$ cat src/design/sou_pkg.sv
`timescale 1ns / 1ps
`default_nettype none
package sou_pkg;

  localparam int unsigned FIFO_DEPTH = 4;
  localparam int unsigned HDR_LAST   = 11;

  typedef enum logic [1:0] {
    CMD_START = 2'd0,
    CMD_ERR   = 2'd1,
    CMD_DATA  = 2'd2
  } cmd_t;

  typedef enum logic [1:0] {
    REG_ELEMENT_COUNT  = 2'd0,
    REG_ELEMENT_BYTES  = 2'd1,
    REG_FILL_DEFINED   = 2'd2,
    REG_REQUESTED_BITS = 2'd3
  } reg_idx_t;

  // One queue entry. The data field carries the minimum for a start entry
  // and the stream byte in its low eight bits for a data entry.
  typedef struct packed {
    cmd_t        cmd;
    logic [63:0] data;
    logic [5:0]  nbits;
    logic        last_byte;
  } entry_t;

  // Element width in bits, with out-of-range byte counts clamped to 1..8.
  function automatic logic [6:0] elem_width(input logic [3:0] eb);
    logic [3:0] c;
    begin
      c = eb;
      if (eb == 4'd0) c = 4'd1;
      if (eb > 4'd8) c = 4'd8;
      elem_width = {c, 3'b000};
    end
  endfunction

  function automatic logic [63:0] width_mask(input logic [3:0] eb);
    logic [6:0] w;
    begin
      w = elem_width(eb);
      width_mask = ~64'd0 >> (7'd64 - w);
    end
  endfunction

endpackage
`default_nettype wire

$ cat src/design/scale_offset_unpacker.sv
// Channel   Direction  Handshake                Payload
// in_       request    in_valid / in_ready      in_byte, in_chunk_end
// out_      result     out_valid / out_ready    out_elem_value, out_last_element,
//                                               out_bad_header
// cfg_      write      cfg_we                   cfg_index, cfg_data
//
// One request is taken per cycle while the queue between the header parser and
// the element extractor has room. The extractor emits each element that a byte
// completes in turn, and stores any bits left over for the next element before
// it lets the byte go from the queue.
// Reset is synchronous and active low; configuration returns to its defaults.
// A stalled result register holds the extractor, which fills the queue and then
// drops in_ready; header bytes that make no queue entry still need queue room.
`timescale 1ns / 1ps
`default_nettype none
module scale_offset_unpacker #(
  parameter int unsigned FIFO_DEPTH = sou_pkg::FIFO_DEPTH
) (
  input  wire logic        clk,
  input  wire logic        rst_n,
  input  wire logic        in_valid,
  output logic             in_ready,
  input  wire logic [7:0]  in_byte,
  input  wire logic        in_chunk_end,
  output logic             out_valid,
  input  wire logic        out_ready,
  output logic [63:0]      out_elem_value,
  output logic             out_last_element,
  output logic             out_bad_header,
  input  wire logic        cfg_we,
  input  wire logic [1:0]  cfg_index,
  input  wire logic [31:0] cfg_data
);

  logic [31:0]     element_count_r;
  logic [3:0]      element_bytes_r;
  logic            fill_defined_r;
  logic [6:0]      requested_bits_r;

  logic            q_push, q_pop, q_full, q_valid;
  sou_pkg::entry_t q_in, q_head;

  always_ff @(posedge clk) begin
    if (!rst_n) begin
      element_count_r  <= 32'd1;
      element_bytes_r  <= 4'd4;
      fill_defined_r   <= 1'b0;
      requested_bits_r <= 7'd0;
    end else if (cfg_we) begin
      unique case (sou_pkg::reg_idx_t'(cfg_index))
        sou_pkg::REG_ELEMENT_COUNT:  element_count_r  <= cfg_data;
        sou_pkg::REG_ELEMENT_BYTES:  element_bytes_r  <= cfg_data[3:0];
        sou_pkg::REG_FILL_DEFINED:   fill_defined_r   <= cfg_data[0];
        sou_pkg::REG_REQUESTED_BITS: requested_bits_r <= cfg_data[6:0];
        default: begin
        end
      endcase
    end
  end

  sou_front u_front (
    .clk                (clk),
    .rst_n              (rst_n),
    .in_valid           (in_valid),
    .in_ready           (in_ready),
    .in_byte            (in_byte),
    .in_chunk_end       (in_chunk_end),
    .cfg_element_bytes  (element_bytes_r),
    .cfg_requested_bits (requested_bits_r),
    .q_full             (q_full),
    .q_push             (q_push),
    .q_entry            (q_in)
  );

  sou_fifo #(
    .DEPTH (FIFO_DEPTH)
  ) u_fifo (
    .clk        (clk),
    .rst_n      (rst_n),
    .push       (q_push),
    .push_entry (q_in),
    .pop        (q_pop),
    .full       (q_full),
    .not_empty  (q_valid),
    .head       (q_head)
  );

  sou_back u_back (
    .clk               (clk),
    .rst_n             (rst_n),
    .q_valid           (q_valid),
    .q_entry           (q_head),
    .q_pop             (q_pop),
    .cfg_element_count (element_count_r),
    .cfg_element_bytes (element_bytes_r),
    .cfg_fill_defined  (fill_defined_r),
    .out_valid         (out_valid),
    .out_ready         (out_ready),
    .out_elem_value    (out_elem_value),
    .out_last_element  (out_last_element),
    .out_bad_header    (out_bad_header)
  );

`ifndef SYNTHESIS
  a_err_shape: assert property (@(posedge clk) disable iff (!rst_n)
    (out_valid && out_bad_header) |-> (out_elem_value == 64'd0 && out_last_element))
    else $error("error result carries a value or lacks the last flag");

  a_width: assert property (@(posedge clk) disable iff (!rst_n)
    (out_valid && !out_bad_header) |->
      ((out_elem_value & ~sou_pkg::width_mask(element_bytes_r)) == 64'd0))
    else $error("element value has bits above the element width");

  a_no_overflow: assert property (@(posedge clk) disable iff (!rst_n)
    q_push |-> !q_full)
    else $error("queue written while full");

  a_pop_nonempty: assert property (@(posedge clk) disable iff (!rst_n)
    q_pop |-> q_valid)
    else $error("queue read while empty");
`endif

endmodule
`default_nettype wire

$ cat src/design/sou_front.sv
`timescale 1ns / 1ps
`default_nettype none
module sou_front (
  input  wire logic           clk,
  input  wire logic           rst_n,
  input  wire logic           in_valid,
  output logic                in_ready,
  input  wire logic [7:0]     in_byte,
  input  wire logic           in_chunk_end,
  input  wire logic [3:0]     cfg_element_bytes,
  input  wire logic [6:0]     cfg_requested_bits,
  input  wire logic           q_full,
  output logic                q_push,
  output sou_pkg::entry_t     q_entry
);

  typedef enum logic [2:0] {
    FS_HDR  = 3'b001,
    FS_BODY = 3'b010,
    FS_SKIP = 3'b100
  } fstate_t;

  fstate_t     state_r, state_nxt;
  logic [3:0]  hpos_r, hpos_nxt;
  logic [31:0] pbits_r, pbits_nxt;
  logic [63:0] offs_r, offs_nxt;
  logic        acc;
  logic [6:0]  w;
  logic        bad;
  logic [2:0]  lane;

  assign in_ready = !q_full;
  assign acc      = in_valid && in_ready;
  assign w        = sou_pkg::elem_width(cfg_element_bytes);
  assign bad      = (pbits_r == 32'd0) || (pbits_r >= {25'd0, w}) ||
                    (cfg_requested_bits > w);
  assign lane     = 3'(hpos_r - 4'd4);

  always_comb begin
    state_nxt         = state_r;
    hpos_nxt          = hpos_r;
    pbits_nxt         = pbits_r;
    offs_nxt          = offs_r;
    q_push            = 1'b0;
    q_entry.cmd       = sou_pkg::CMD_DATA;
    q_entry.data      = {56'd0, in_byte};
    q_entry.nbits     = pbits_r[5:0];
    q_entry.last_byte = in_chunk_end;
    if (acc) begin
      unique case (state_r)
        FS_HDR: begin
          if (hpos_r < 4'd4) begin
            if (hpos_r == 4'd0) begin
              pbits_nxt = {24'd0, in_byte};
              offs_nxt  = 64'd0;
            end else begin
              pbits_nxt = pbits_r | ({24'd0, in_byte} << {hpos_r[1:0], 3'b000});
            end
          end else begin
            offs_nxt = offs_r | ({56'd0, in_byte} << {lane, 3'b000});
          end
          hpos_nxt = hpos_r + 4'd1;
          if (hpos_r == 4'(sou_pkg::HDR_LAST)) begin
            hpos_nxt     = 4'd0;
            q_push       = 1'b1;
            q_entry.data = {in_byte, offs_r[55:0]};
            if (bad) begin
              q_entry.cmd = sou_pkg::CMD_ERR;
              state_nxt   = FS_SKIP;
            end else begin
              q_entry.cmd = sou_pkg::CMD_START;
              state_nxt   = FS_BODY;
            end
          end
        end
        FS_BODY: begin
          q_push = 1'b1;
        end
        FS_SKIP: begin
          q_push = 1'b0;
        end
        default: begin
          state_nxt = FS_HDR;
        end
      endcase
      if (in_chunk_end) begin
        state_nxt = FS_HDR;
        hpos_nxt  = 4'd0;
      end
    end
  end

  always_ff @(posedge clk) begin
    if (!rst_n) begin
      state_r <= FS_HDR;
      hpos_r  <= 4'd0;
      pbits_r <= 32'd0;
      offs_r  <= 64'd0;
    end else begin
      state_r <= state_nxt;
      hpos_r  <= hpos_nxt;
      pbits_r <= pbits_nxt;
      offs_r  <= offs_nxt;
    end
  end

endmodule
`default_nettype wire

$ cat src/design/sou_fifo.sv
`timescale 1ns / 1ps
`default_nettype none
module sou_fifo #(
  parameter int unsigned DEPTH = sou_pkg::FIFO_DEPTH
) (
  input  wire logic            clk,
  input  wire logic            rst_n,
  input  wire logic            push,
  input  wire sou_pkg::entry_t push_entry,
  input  wire logic            pop,
  output logic                 full,
  output logic                 not_empty,
  output sou_pkg::entry_t      head
);

  localparam int unsigned PTR_W = (DEPTH > 1) ? $clog2(DEPTH) : 1;
  localparam int unsigned CNT_W = $clog2(DEPTH + 1);

  sou_pkg::entry_t  mem_r [DEPTH];
  logic [PTR_W-1:0] wp_r, wp_nxt, rp_r, rp_nxt;
  logic [CNT_W-1:0] cnt_r, cnt_nxt;
  logic             do_push, do_pop;

  assign full      = (cnt_r == CNT_W'(DEPTH));
  assign not_empty = (cnt_r != '0);
  assign head      = mem_r[rp_r];
  assign do_push   = push && !full;
  assign do_pop    = pop && not_empty;

  always_comb begin
    wp_nxt  = wp_r;
    rp_nxt  = rp_r;
    cnt_nxt = cnt_r;
    if (do_push) wp_nxt = (wp_r == PTR_W'(DEPTH - 1)) ? '0 : wp_r + 1'b1;
    if (do_pop)  rp_nxt = (rp_r == PTR_W'(DEPTH - 1)) ? '0 : rp_r + 1'b1;
    if (do_push && !do_pop) cnt_nxt = cnt_r + 1'b1;
    if (do_pop && !do_push) cnt_nxt = cnt_r - 1'b1;
  end

  always_ff @(posedge clk) begin
    if (!rst_n) begin
      wp_r  <= '0;
      rp_r  <= '0;
      cnt_r <= '0;
    end else begin
      wp_r  <= wp_nxt;
      rp_r  <= rp_nxt;
      cnt_r <= cnt_nxt;
    end
  end

  always_ff @(posedge clk) begin
    if (do_push) mem_r[wp_r] <= push_entry;
  end

endmodule
`default_nettype wire

$ cat src/design/sou_back.sv
`timescale 1ns / 1ps
`default_nettype none
module sou_back (
  input  wire logic            clk,
  input  wire logic            rst_n,
  input  wire logic            q_valid,
  input  wire sou_pkg::entry_t q_entry,
  output logic                 q_pop,
  input  wire logic [31:0]     cfg_element_count,
  input  wire logic [3:0]      cfg_element_bytes,
  input  wire logic            cfg_fill_defined,
  output logic                 out_valid,
  input  wire logic            out_ready,
  output logic [63:0]          out_elem_value,
  output logic                 out_last_element,
  output logic                 out_bad_header
);

  logic        active_r, active_nxt;
  logic [5:0]  nbits_r, nbits_nxt;
  logic [63:0] offs_r, offs_nxt;
  logic [63:0] part_r, part_nxt;
  logic [5:0]  gath_r, gath_nxt;
  logic [2:0]  pos_r, pos_nxt;
  logic [31:0] done_r, done_nxt;
  logic        out_valid_r, out_valid_nxt;
  logic [63:0] out_value_r;
  logic        out_last_r, out_bad_r;

  logic        can_go;
  logic [3:0]  rem;
  logic [5:0]  need;
  logic        fits;
  logic [3:0]  take;
  logic [7:0]  cur;
  logic [7:0]  newbits;
  logic [63:0] joined;
  logic [63:0] sum;
  logic [31:0] done_inc;
  logic        is_last;
  logic [3:0]  pos_end;
  logic        emit;
  logic [63:0] emit_val;
  logic        emit_last, emit_bad;

  assign can_go   = !out_valid_r || out_ready;
  assign rem      = 4'd8 - {1'b0, pos_r};
  assign need     = nbits_r - gath_r;
  assign fits     = ({2'b00, rem} >= need);
  assign take     = fits ? need[3:0] : rem;
  assign cur      = q_entry.data[7:0] << pos_r;
  assign newbits  = cur >> (4'd8 - take);
  assign joined   = (part_r << take) | {56'd0, newbits};
  assign sum      = cfg_fill_defined ? joined : joined + offs_r;
  assign done_inc = done_r + 32'd1;
  assign is_last  = (done_inc == cfg_element_count);
  assign pos_end  = {1'b0, pos_r} + take;

  always_comb begin
    active_nxt = active_r;
    nbits_nxt  = nbits_r;
    offs_nxt   = offs_r;
    part_nxt   = part_r;
    gath_nxt   = gath_r;
    pos_nxt    = pos_r;
    done_nxt   = done_r;
    q_pop      = 1'b0;
    emit       = 1'b0;
    emit_val   = sum & sou_pkg::width_mask(cfg_element_bytes);
    emit_last  = is_last;
    emit_bad   = 1'b0;
    if (q_valid && can_go) begin
      unique case (q_entry.cmd)
        sou_pkg::CMD_START: begin
          q_pop      = 1'b1;
          active_nxt = (cfg_element_count != 32'd0);
          nbits_nxt  = q_entry.nbits;
          offs_nxt   = q_entry.data;
          part_nxt   = 64'd0;
          gath_nxt   = 6'd0;
          done_nxt   = 32'd0;
        end
        sou_pkg::CMD_ERR: begin
          q_pop      = 1'b1;
          emit       = 1'b1;
          emit_val   = 64'd0;
          emit_last  = 1'b1;
          emit_bad   = 1'b1;
          active_nxt = 1'b0;
        end
        sou_pkg::CMD_DATA: begin
          if (!active_r) begin
            q_pop = 1'b1;
          end else if (!fits) begin
            part_nxt = joined;
            gath_nxt = gath_r + {2'b00, take};
            q_pop    = 1'b1;
          end else begin
            emit     = 1'b1;
            done_nxt = done_inc;
            part_nxt = 64'd0;
            gath_nxt = 6'd0;
            pos_nxt  = pos_end[2:0];
            if ((pos_end == 4'd8) || is_last) q_pop = 1'b1;
            if (is_last) active_nxt = 1'b0;
          end
        end
        default: begin
          q_pop = 1'b1;
        end
      endcase
      if (q_pop) begin
        pos_nxt = 3'd0;
        if (q_entry.last_byte) active_nxt = 1'b0;
      end
    end
  end

  always_comb begin
    out_valid_nxt = out_valid_r;
    if (emit) begin
      out_valid_nxt = 1'b1;
    end else if (out_ready) begin
      out_valid_nxt = 1'b0;
    end
  end

  always_ff @(posedge clk) begin
    if (!rst_n) begin
      active_r    <= 1'b0;
      gath_r      <= 6'd0;
      pos_r       <= 3'd0;
      done_r      <= 32'd0;
      out_valid_r <= 1'b0;
    end else begin
      active_r    <= active_nxt;
      gath_r      <= gath_nxt;
      pos_r       <= pos_nxt;
      done_r      <= done_nxt;
      out_valid_r <= out_valid_nxt;
    end
  end

  always_ff @(posedge clk) begin
    nbits_r <= nbits_nxt;
    offs_r  <= offs_nxt;
    part_r  <= part_nxt;
    if (emit) begin
      out_value_r <= emit_val;
      out_last_r  <= emit_last;
      out_bad_r   <= emit_bad;
    end
  end

  assign out_valid        = out_valid_r;
  assign out_elem_value   = out_value_r;
  assign out_last_element = out_last_r;
  assign out_bad_header   = out_bad_r;

endmodule
`default_nettype wire

$ cat config.mk
export PLATFORM = sky130hd
export DESIGN_NAME = scale_offset_unpacker
export DESIGN_NICKNAME = d
export VERILOG_FILES = /design/src/design/sou_pkg.sv /design/src/design/scale_offset_unpacker.sv /design/src/design/sou_front.sv /design/src/design/sou_fifo.sv /design/src/design/sou_back.sv
export SDC_FILE = /design/constraint.sdc
export NUM_CORES = 1
export LEC_CHECK = 0
export ABC_AREA = 1
export BUFFER_PORTS_ARGS = -buffer_cell sky130_fd_sc_hd__buf_4
export CORE_UTILIZATION = 45
export CTS_CLUSTER_SIZE = 16
export DETAILED_ROUTE_END_ITERATION = 6
export HOLD_SLACK_MARGIN = 0.1
export MAX_ROUTING_LAYER = met4
export PLACE_DENSITY = 0.69
export SLEW_MARGIN = 0
export SYNTH_ARGS = -nofsm -noshare
export SYNTH_HDL_FRONTEND = slang
export SYNTH_SLANG_ARGS = --single-unit
$ cat constraint.sdc
create_clock -name clk -period 7.25 [get_ports clk]
set_input_delay 0.3625 -clock clk [delete_from_list [all_inputs] [get_ports clk]]
set_output_delay 0.3625 -clock clk [all_outputs]
set_load 0.005 [all_outputs]
* Word-level counts from Yosys, hierarchy flattened *
Memory sizes are Yosys's and may differ from the RTL's. A register that Yosys moved wholly into a read port is not among the register bits.
Cells that the tools add are included.

word-level totals
  register bits = 397
  RAM bits = 292
  output and inout bits = 68
  memories = 1

cells by class
  $add $sub $neg = 14
  $lt $le $gt $ge = 5
  equal/unequal tests = 19
  shift-type cells = 6
  muxes and demuxes = 65
  bitwise logic cells = 4
  reductions and logical operators = 41

memory list
  name          words  width  rd ports  clocked after memory_dff  write ports  RTL line        text
  u_fifo.mem_r  4      73     1         1                         1            sou_fifo.sv:19  sou_pkg::entry_t mem_r [DEPTH];

operators by type and width
  operator               number
  $mux 64                7
  $mux 66                3
  $pmux 64 s2            1
  $mux 32                3
  $add 64x64->64         1
  $and 64x64->64         1
  $or 64x64->64          1
  $or 64x8->64           1
  $pmux 32 s2            1
  $shl 64x4->64          1
  $shl 8x6->64           1
  $shr 64x7->64 const A  1
  $add 32x1->32 const B  1
  $eq 32x32->1           1
  $ge 32x7->1            1
  $logic_not 32->1       1
  $or 32x32->32          1
  $reduce_bool 32->1     1
  $shl 8x5->32           1
  $mux 3                 9
  $mux 1                 24
  $mux 4                 6
  $reduce_bool 2->1      7
  $mux 6                 2
  other kinds (41)       77

* Depth between registers and ports, before layout *
  depth after elaboration = 17
  mapped depth = 42
  mapped depth without buffers = 40

* By module *
From an unflattened synthesis, not the netlist that was laid out.

unflattened totals
  cells, all modules = 4664
  area, all modules = 37892.6 um^2

modules (own cells, without submodules)
  module                 times used  cells an instance  area each (um^2)  seq. area each (um^2)
  sou_back               1           2927               19790.2           6866.6
  sou_fifo               1           776                11327.1           8948.6
  sou_front              1           675                4860.9            1901.8
  scale_offset_unpacker  1           286                1914.3            880.8

* Worst setup path after synthesis *
No wires, ideal clock.

  path type = register to register
  start point = register u_back.nbits_r[0]
  end point = register u_back.out_value_r[62] (netlist: u_back.out_elem_value[62]), data pin
  setup time = 0.253 ns
  data arrival time = 5.260 ns
  path slack = 1.737 ns
  cell stages (with the launch flop) = 40
  path buffers = 1
  cell sequence = edfxtp_1 inv_1 ha_1 inv_1 fa_1 inv_1 ha_1 inv_1 o21bai_1 nand3_1 nand4_1 nand2_1 inv_2 nand2_4 nand2_1 o21ai_4 buf_2 ha_1 [... 4 more ...] nand2_1 ha_1 fa_1 nand2_1 inv_1 nand2_1 nor2_1 nor2_1 inv_1 nand2_1 nand2_1 a21oi_1 o21ai_0 a21o_1 nand2_1 a21oi_1 nor2_1 nor2_1

between the ends
  longest elaborated chain between the ends = 11
  elaborated cells on any way between the ends = 12
  classes of those cells = add/sub: 3; order compare: 1; shift: 2; mux: 4; bitwise: 2

RTL lines
  item                           RTL line         text
  from (decl)                    sou_back.sv:20   logic [5:0] nbits_r, nbits_nxt;
  from (signal assigned)         sou_back.sv:145  nbits_r <= nbits_nxt;
  $sub 6x6->6 *                  sou_back.sv:48   assign need = nbits_r - gath_r;
  $ge 4x6->1                     sou_back.sv:49   assign fits = ({2'b00, rem} >= need);
  $mux 4 *                       sou_back.sv:50   assign take = fits ? need[3:0] : rem;
  $sub 4x4->4                    sou_back.sv:52   assign newbits = cur >> (4'd8 - take);
  $shr 8x4->8                    sou_back.sv:52
  $or 64x8->64 *                 sou_back.sv:53   assign joined = (part_r << take) | {56'd0, newbits};
  named net u_back.joined[0]     sou_back.sv:37   logic [63:0] joined;
  $add 64x64->64 *               sou_back.sv:54   assign sum = cfg_fill_defined ? joined : joined + offs_r;
  $mux 64 *                      sou_back.sv:54
  $and 64x64->64 *               sou_back.sv:69   emit_val = sum & sou_pkg::width_mask(cfg_element_bytes);
  $mux 64                        sou_back.sv:73   unique case (q_entry.cmd)
  $mux 64 *                      sou_back.sv:72   if (q_valid && can_go) begin
  named net u_back.emit_val[62]  sou_back.sv:43   logic [63:0] emit_val;
  to (signal assigned)           sou_back.sv:149  out_value_r <= emit_val;
  to (decl)                      sou_back.sv:27   logic [63:0] out_value_r;

The timed path passes the listed nets; every way through them passes the cells marked *.
A chain may end at the register's enable or synchronous reset.

* Worst setup path after layout *
  start point = register u_back.nbits_r[0]
  end point = register u_back.out_value_r[40] (netlist: u_back.out_elem_value[40]), data pin

The elaborated chain is that of the path after synthesis.

==> qor.csv <==
stage;metric;value;unit
outcome;outcome;finished, violations left;
outcome;violations;DRC;
clock_network;numCtsBuffers;74;
grt;grt_pass1_wl;173000;µm
timing;fmax;0.147;GHz
timing;finalHoldViolCount;0;
critical_path;crit_arrival;7.19;ns
synth;synth_cell_types;56;
route;drt_iter0_drc;4153;
timing;tightest_slew;1.10;ns
timing;rsz0062_at_grt;false;
critical_path;required;7.63;ns
floorplanning;fp.dieH;288;µm
route;vias_per_cell;5.70;
timing;setup_violations;0;
synth;synthesis.area;36800;µm²
place;globalplace.congestion;1.06;
critical_path;cp_common_cell;nand2_1;
critical_path;timing.critical_path.buf_inv;9;
finish;final_cells;5710;
finish;seq_area;18600;µm²
synth;synthCells;4504;
grt;grt_util_met1;0.409;
min_path;hold_path_class;in -> reg;
finish;multiInputGateArea;15500;µm²
critical_path;critPathMaxFanout;68;
route;avgRoutedWirePerCell;20.2;µm
grt;antenna_found_initial;2;
floorplanning;dieArea;82900;µm²
grt;grt_busiest_layer;met1;
job;drv_cap;0;
clock_network;cts_setup_buffers;0;
synth;yosysWarnings;0;
critical_path;crit_family;simple AND/OR/NAND/NOR gates;
synth;synth-async-reset-ratio;0;
route;dr.pass1.iters;7;
route;num_vias;32500;
clock_network;clk_path_buf_depth;3;
grt;met2_usage;0.407;
place;io_buffers;115;
timing;relSlewSlack;0.262;
grt;grt_max_degree;81;
timing;fin_crit;6.81;ns
finish;fillCellCount;7641;
finish;final_nets;4749;
clock_network;htree_levels;3;
route;wl;115000;µm
floorplanning;io_pins;116;
timing;setup_tns;0;ns
finish;drive_gt1_frac;0.0749;
critical_path;cpPeakStageDelay;0.61;ns
clock_network;clk_latency;0.63;ns
synth;syn-mean-instance-area;8.17;µm²
clock_network;cts.sinks;683;
floorplanning;fp.dieW;288;µm
synth;synth.ff_latch_count;683;
grt;grt_overflow;0;
floorplanning;start_util;0.456;
floorplanning;core-area;80700;µm²
timing;min_period_over_period;0.940;
clock_network;cts_tree;yes;
synth;seq_area_frac_synth;0.505;
synth;synthFlopType;edfxtp_1;
timing;hold_slack;0.137;ns
critical_path;cp_slowest_cell;buf_4;
grt;grt_use_met3;0.0375;
critical_path;end_kind;flop;
finish;syn2layout_area_growth;12.6;%
timing;clock_skew;0.0223;ns
route;drc;16;
floorplanning;row_count;104;
grt;grt_pass1_vias;29500;
synth;synth_edf_count;492;
synth;syn_nets;4664;
place;hpwlAfterDp;82500;µm
timing;slew_viol_final;0;
clock_network;clockRootBuffer;clkbuf_16;
grt;grt.total_usage;0.281;
critical_path;critPathKind;reg -> reg;
clock_network;cts.reportedPaths.clkPinSlew;0.06;ns
route;ant_nets;0;
critical_path;startpoint_type;flop;
place;place_inst;5541;
## layout by cell type (no fill, tap or decap), drive strengths merged, types with 15 or more instances in the layout
cell and count:
nand2 941, nor2 538, inv 533, edfxtp 492
nand3 483, o21ai 369, a21oi 332, dfxtp 191
buf 159, ha 107, clkbuf 104, o22ai 75
nand4 56, nor3 36, dlygate4sd3 32, clkinv 23
xor2 18, o21bai 17, nor4 17, a31oi 15
## cell type report
cell class / instances / area share
antenna: 1 / 0.0000604
clock buffer: 104 / 0.0508
clock inverter: 32 / 0.00849
inverter: 531 / 0.0482
multi-input combinational: 3108 / 0.374
sequential: 683 / 0.449
tap: 1060 / 0.0320
timing repair buffer: 191 / 0.0378
## through the flow
step / instance area [µm²] / util / setup slack (ns)
floorplan: 36800 / - / 1.74
global placement: 38600 / 0.479 / 0.607
detailed placement: 38600 / 0.479 / 0.651
CTS: 41400 / 0.513 / 0.636
global route: 41400 / 0.514 / 0.0927
finish: 41400 / 0.514 / 0.438
## worst register-to-register path: cells and delay by family, from the launching register on
kind                       cells  cell delay, ns
and+or+nand+nor               19            2.61
adders and majority gates      5            1.69
buffers and inverters          9            1.14
AOI/OAI and AO/OA              3            0.74
DFF                            1            0.36
## logic make-up (layout without fill, tap and decap cells)
group                    Yosys count  in the layout  share of synthesized area
other                              0              1                          0
XOR/XNOR                          34             34                    0.00942
multiplexers                       3              3                   0.000816
adder cells (fa/ha/maj)          112            112                     0.0391
buffers and inverters            713            858                     0.0756
AO/OA/AOI/OAI                    866            866                      0.128
AND/OR/NAND/NOR                 2093           2093                      0.242
flip-flops                       683            683                      0.505
## synth_stat cells (7+ instances only)
cell | count | area, µm²
nand3_1 | 481 | 2410
o21ai_0 | 347 | 1740
o21ai_1 | 17 | 85.1
inv_1 | 522 | 1960
edfxtp_1 | 492 | 14800
nor3_1 | 36 | 180
inv_2 | 7 | 26.3
clkbuf_1 | 116 | 435
xor2_1 | 17 | 149
a21oi_1 | 330 | 1650
a221oi_1 | 11 | 96.3
buf_2 | 54 | 270
o211ai_1 | 10 | 75.1
ha_1 | 107 | 1340
nor2_2 | 7 | 43.8
nand2_1 | 926 | 3480
nor2_1 | 525 | 1970
nand3b_1 | 12 | 90.1
dfxtp_1 | 191 | 3820
nand4_1 | 56 | 350
o22ai_1 | 75 | 469
o21bai_1 | 17 | 128
a21o_1 | 11 | 82.6
nor4_1 | 17 | 106
xnor2_1 | 13 | 114
a31oi_1 | 14 | 87.6
nand2_2 | 13 | 81.3
or2_2 | 8 | 50.1
a21boi_0 | 7 | 52.6
## per-layer routing
layer  vias up  wire [µm]
met5         -          0
met4         0       2820
met3       175      10300
met2      1544      49700
met1     15400      52300
li1      15400          -
## final timing paths
| check | startpoint | endpoint | slack, ns | cells past startpoint |
|---|---|---|---|---|
| setup / recovery | u_back.nbits_r[0] | u_back.out_elem_value[40] | 0.44 | 36 |
| hold / removal | out_ready | u_back.out_valid | 0.14 | 4 |
| setup reg to reg | u_back.nbits_r[0] | u_back.out_elem_value[40] | 0.44 | 36 |
| hold reg to reg | u_front.pbits_r[31] | u_front.pbits_r[31] | 0.45 | 2 |
## state kept, by name (all words and copies together) (netlist names), named ones only
register	count
u_front.pbits_r	32
u_front.hpos_r	4
u_fifo.mem_r	292
element_count_r	32
u_back.nbits_r	6
u_fifo.wp_r	2
u_back.done_r	32
u_back.offs_r	64
u_back.out_bad_header	1
u_fifo.cnt_r	3
element_bytes_r	4
u_back.out_elem_value	64
u_back.part_r	64
u_back.out_valid	1
u_front.state_r	3
fill_defined_r	1
u_back.out_last_element	1
u_front.offs_r	56
u_back.pos_r	3
u_back.gath_r	6
requested_bits_r	7
u_back.active_r	1
u_fifo.rp_r	2
## what timing repair did
action,4_1_cts,5_1_grt
hold buffers,32,0
resized for setup,0,0
endpoints found under the hold margin,45,0
Power is left out: the tool's default activity adds up to more than one toggle a clock period on the data nets, which glitch-free logic cannot reach.
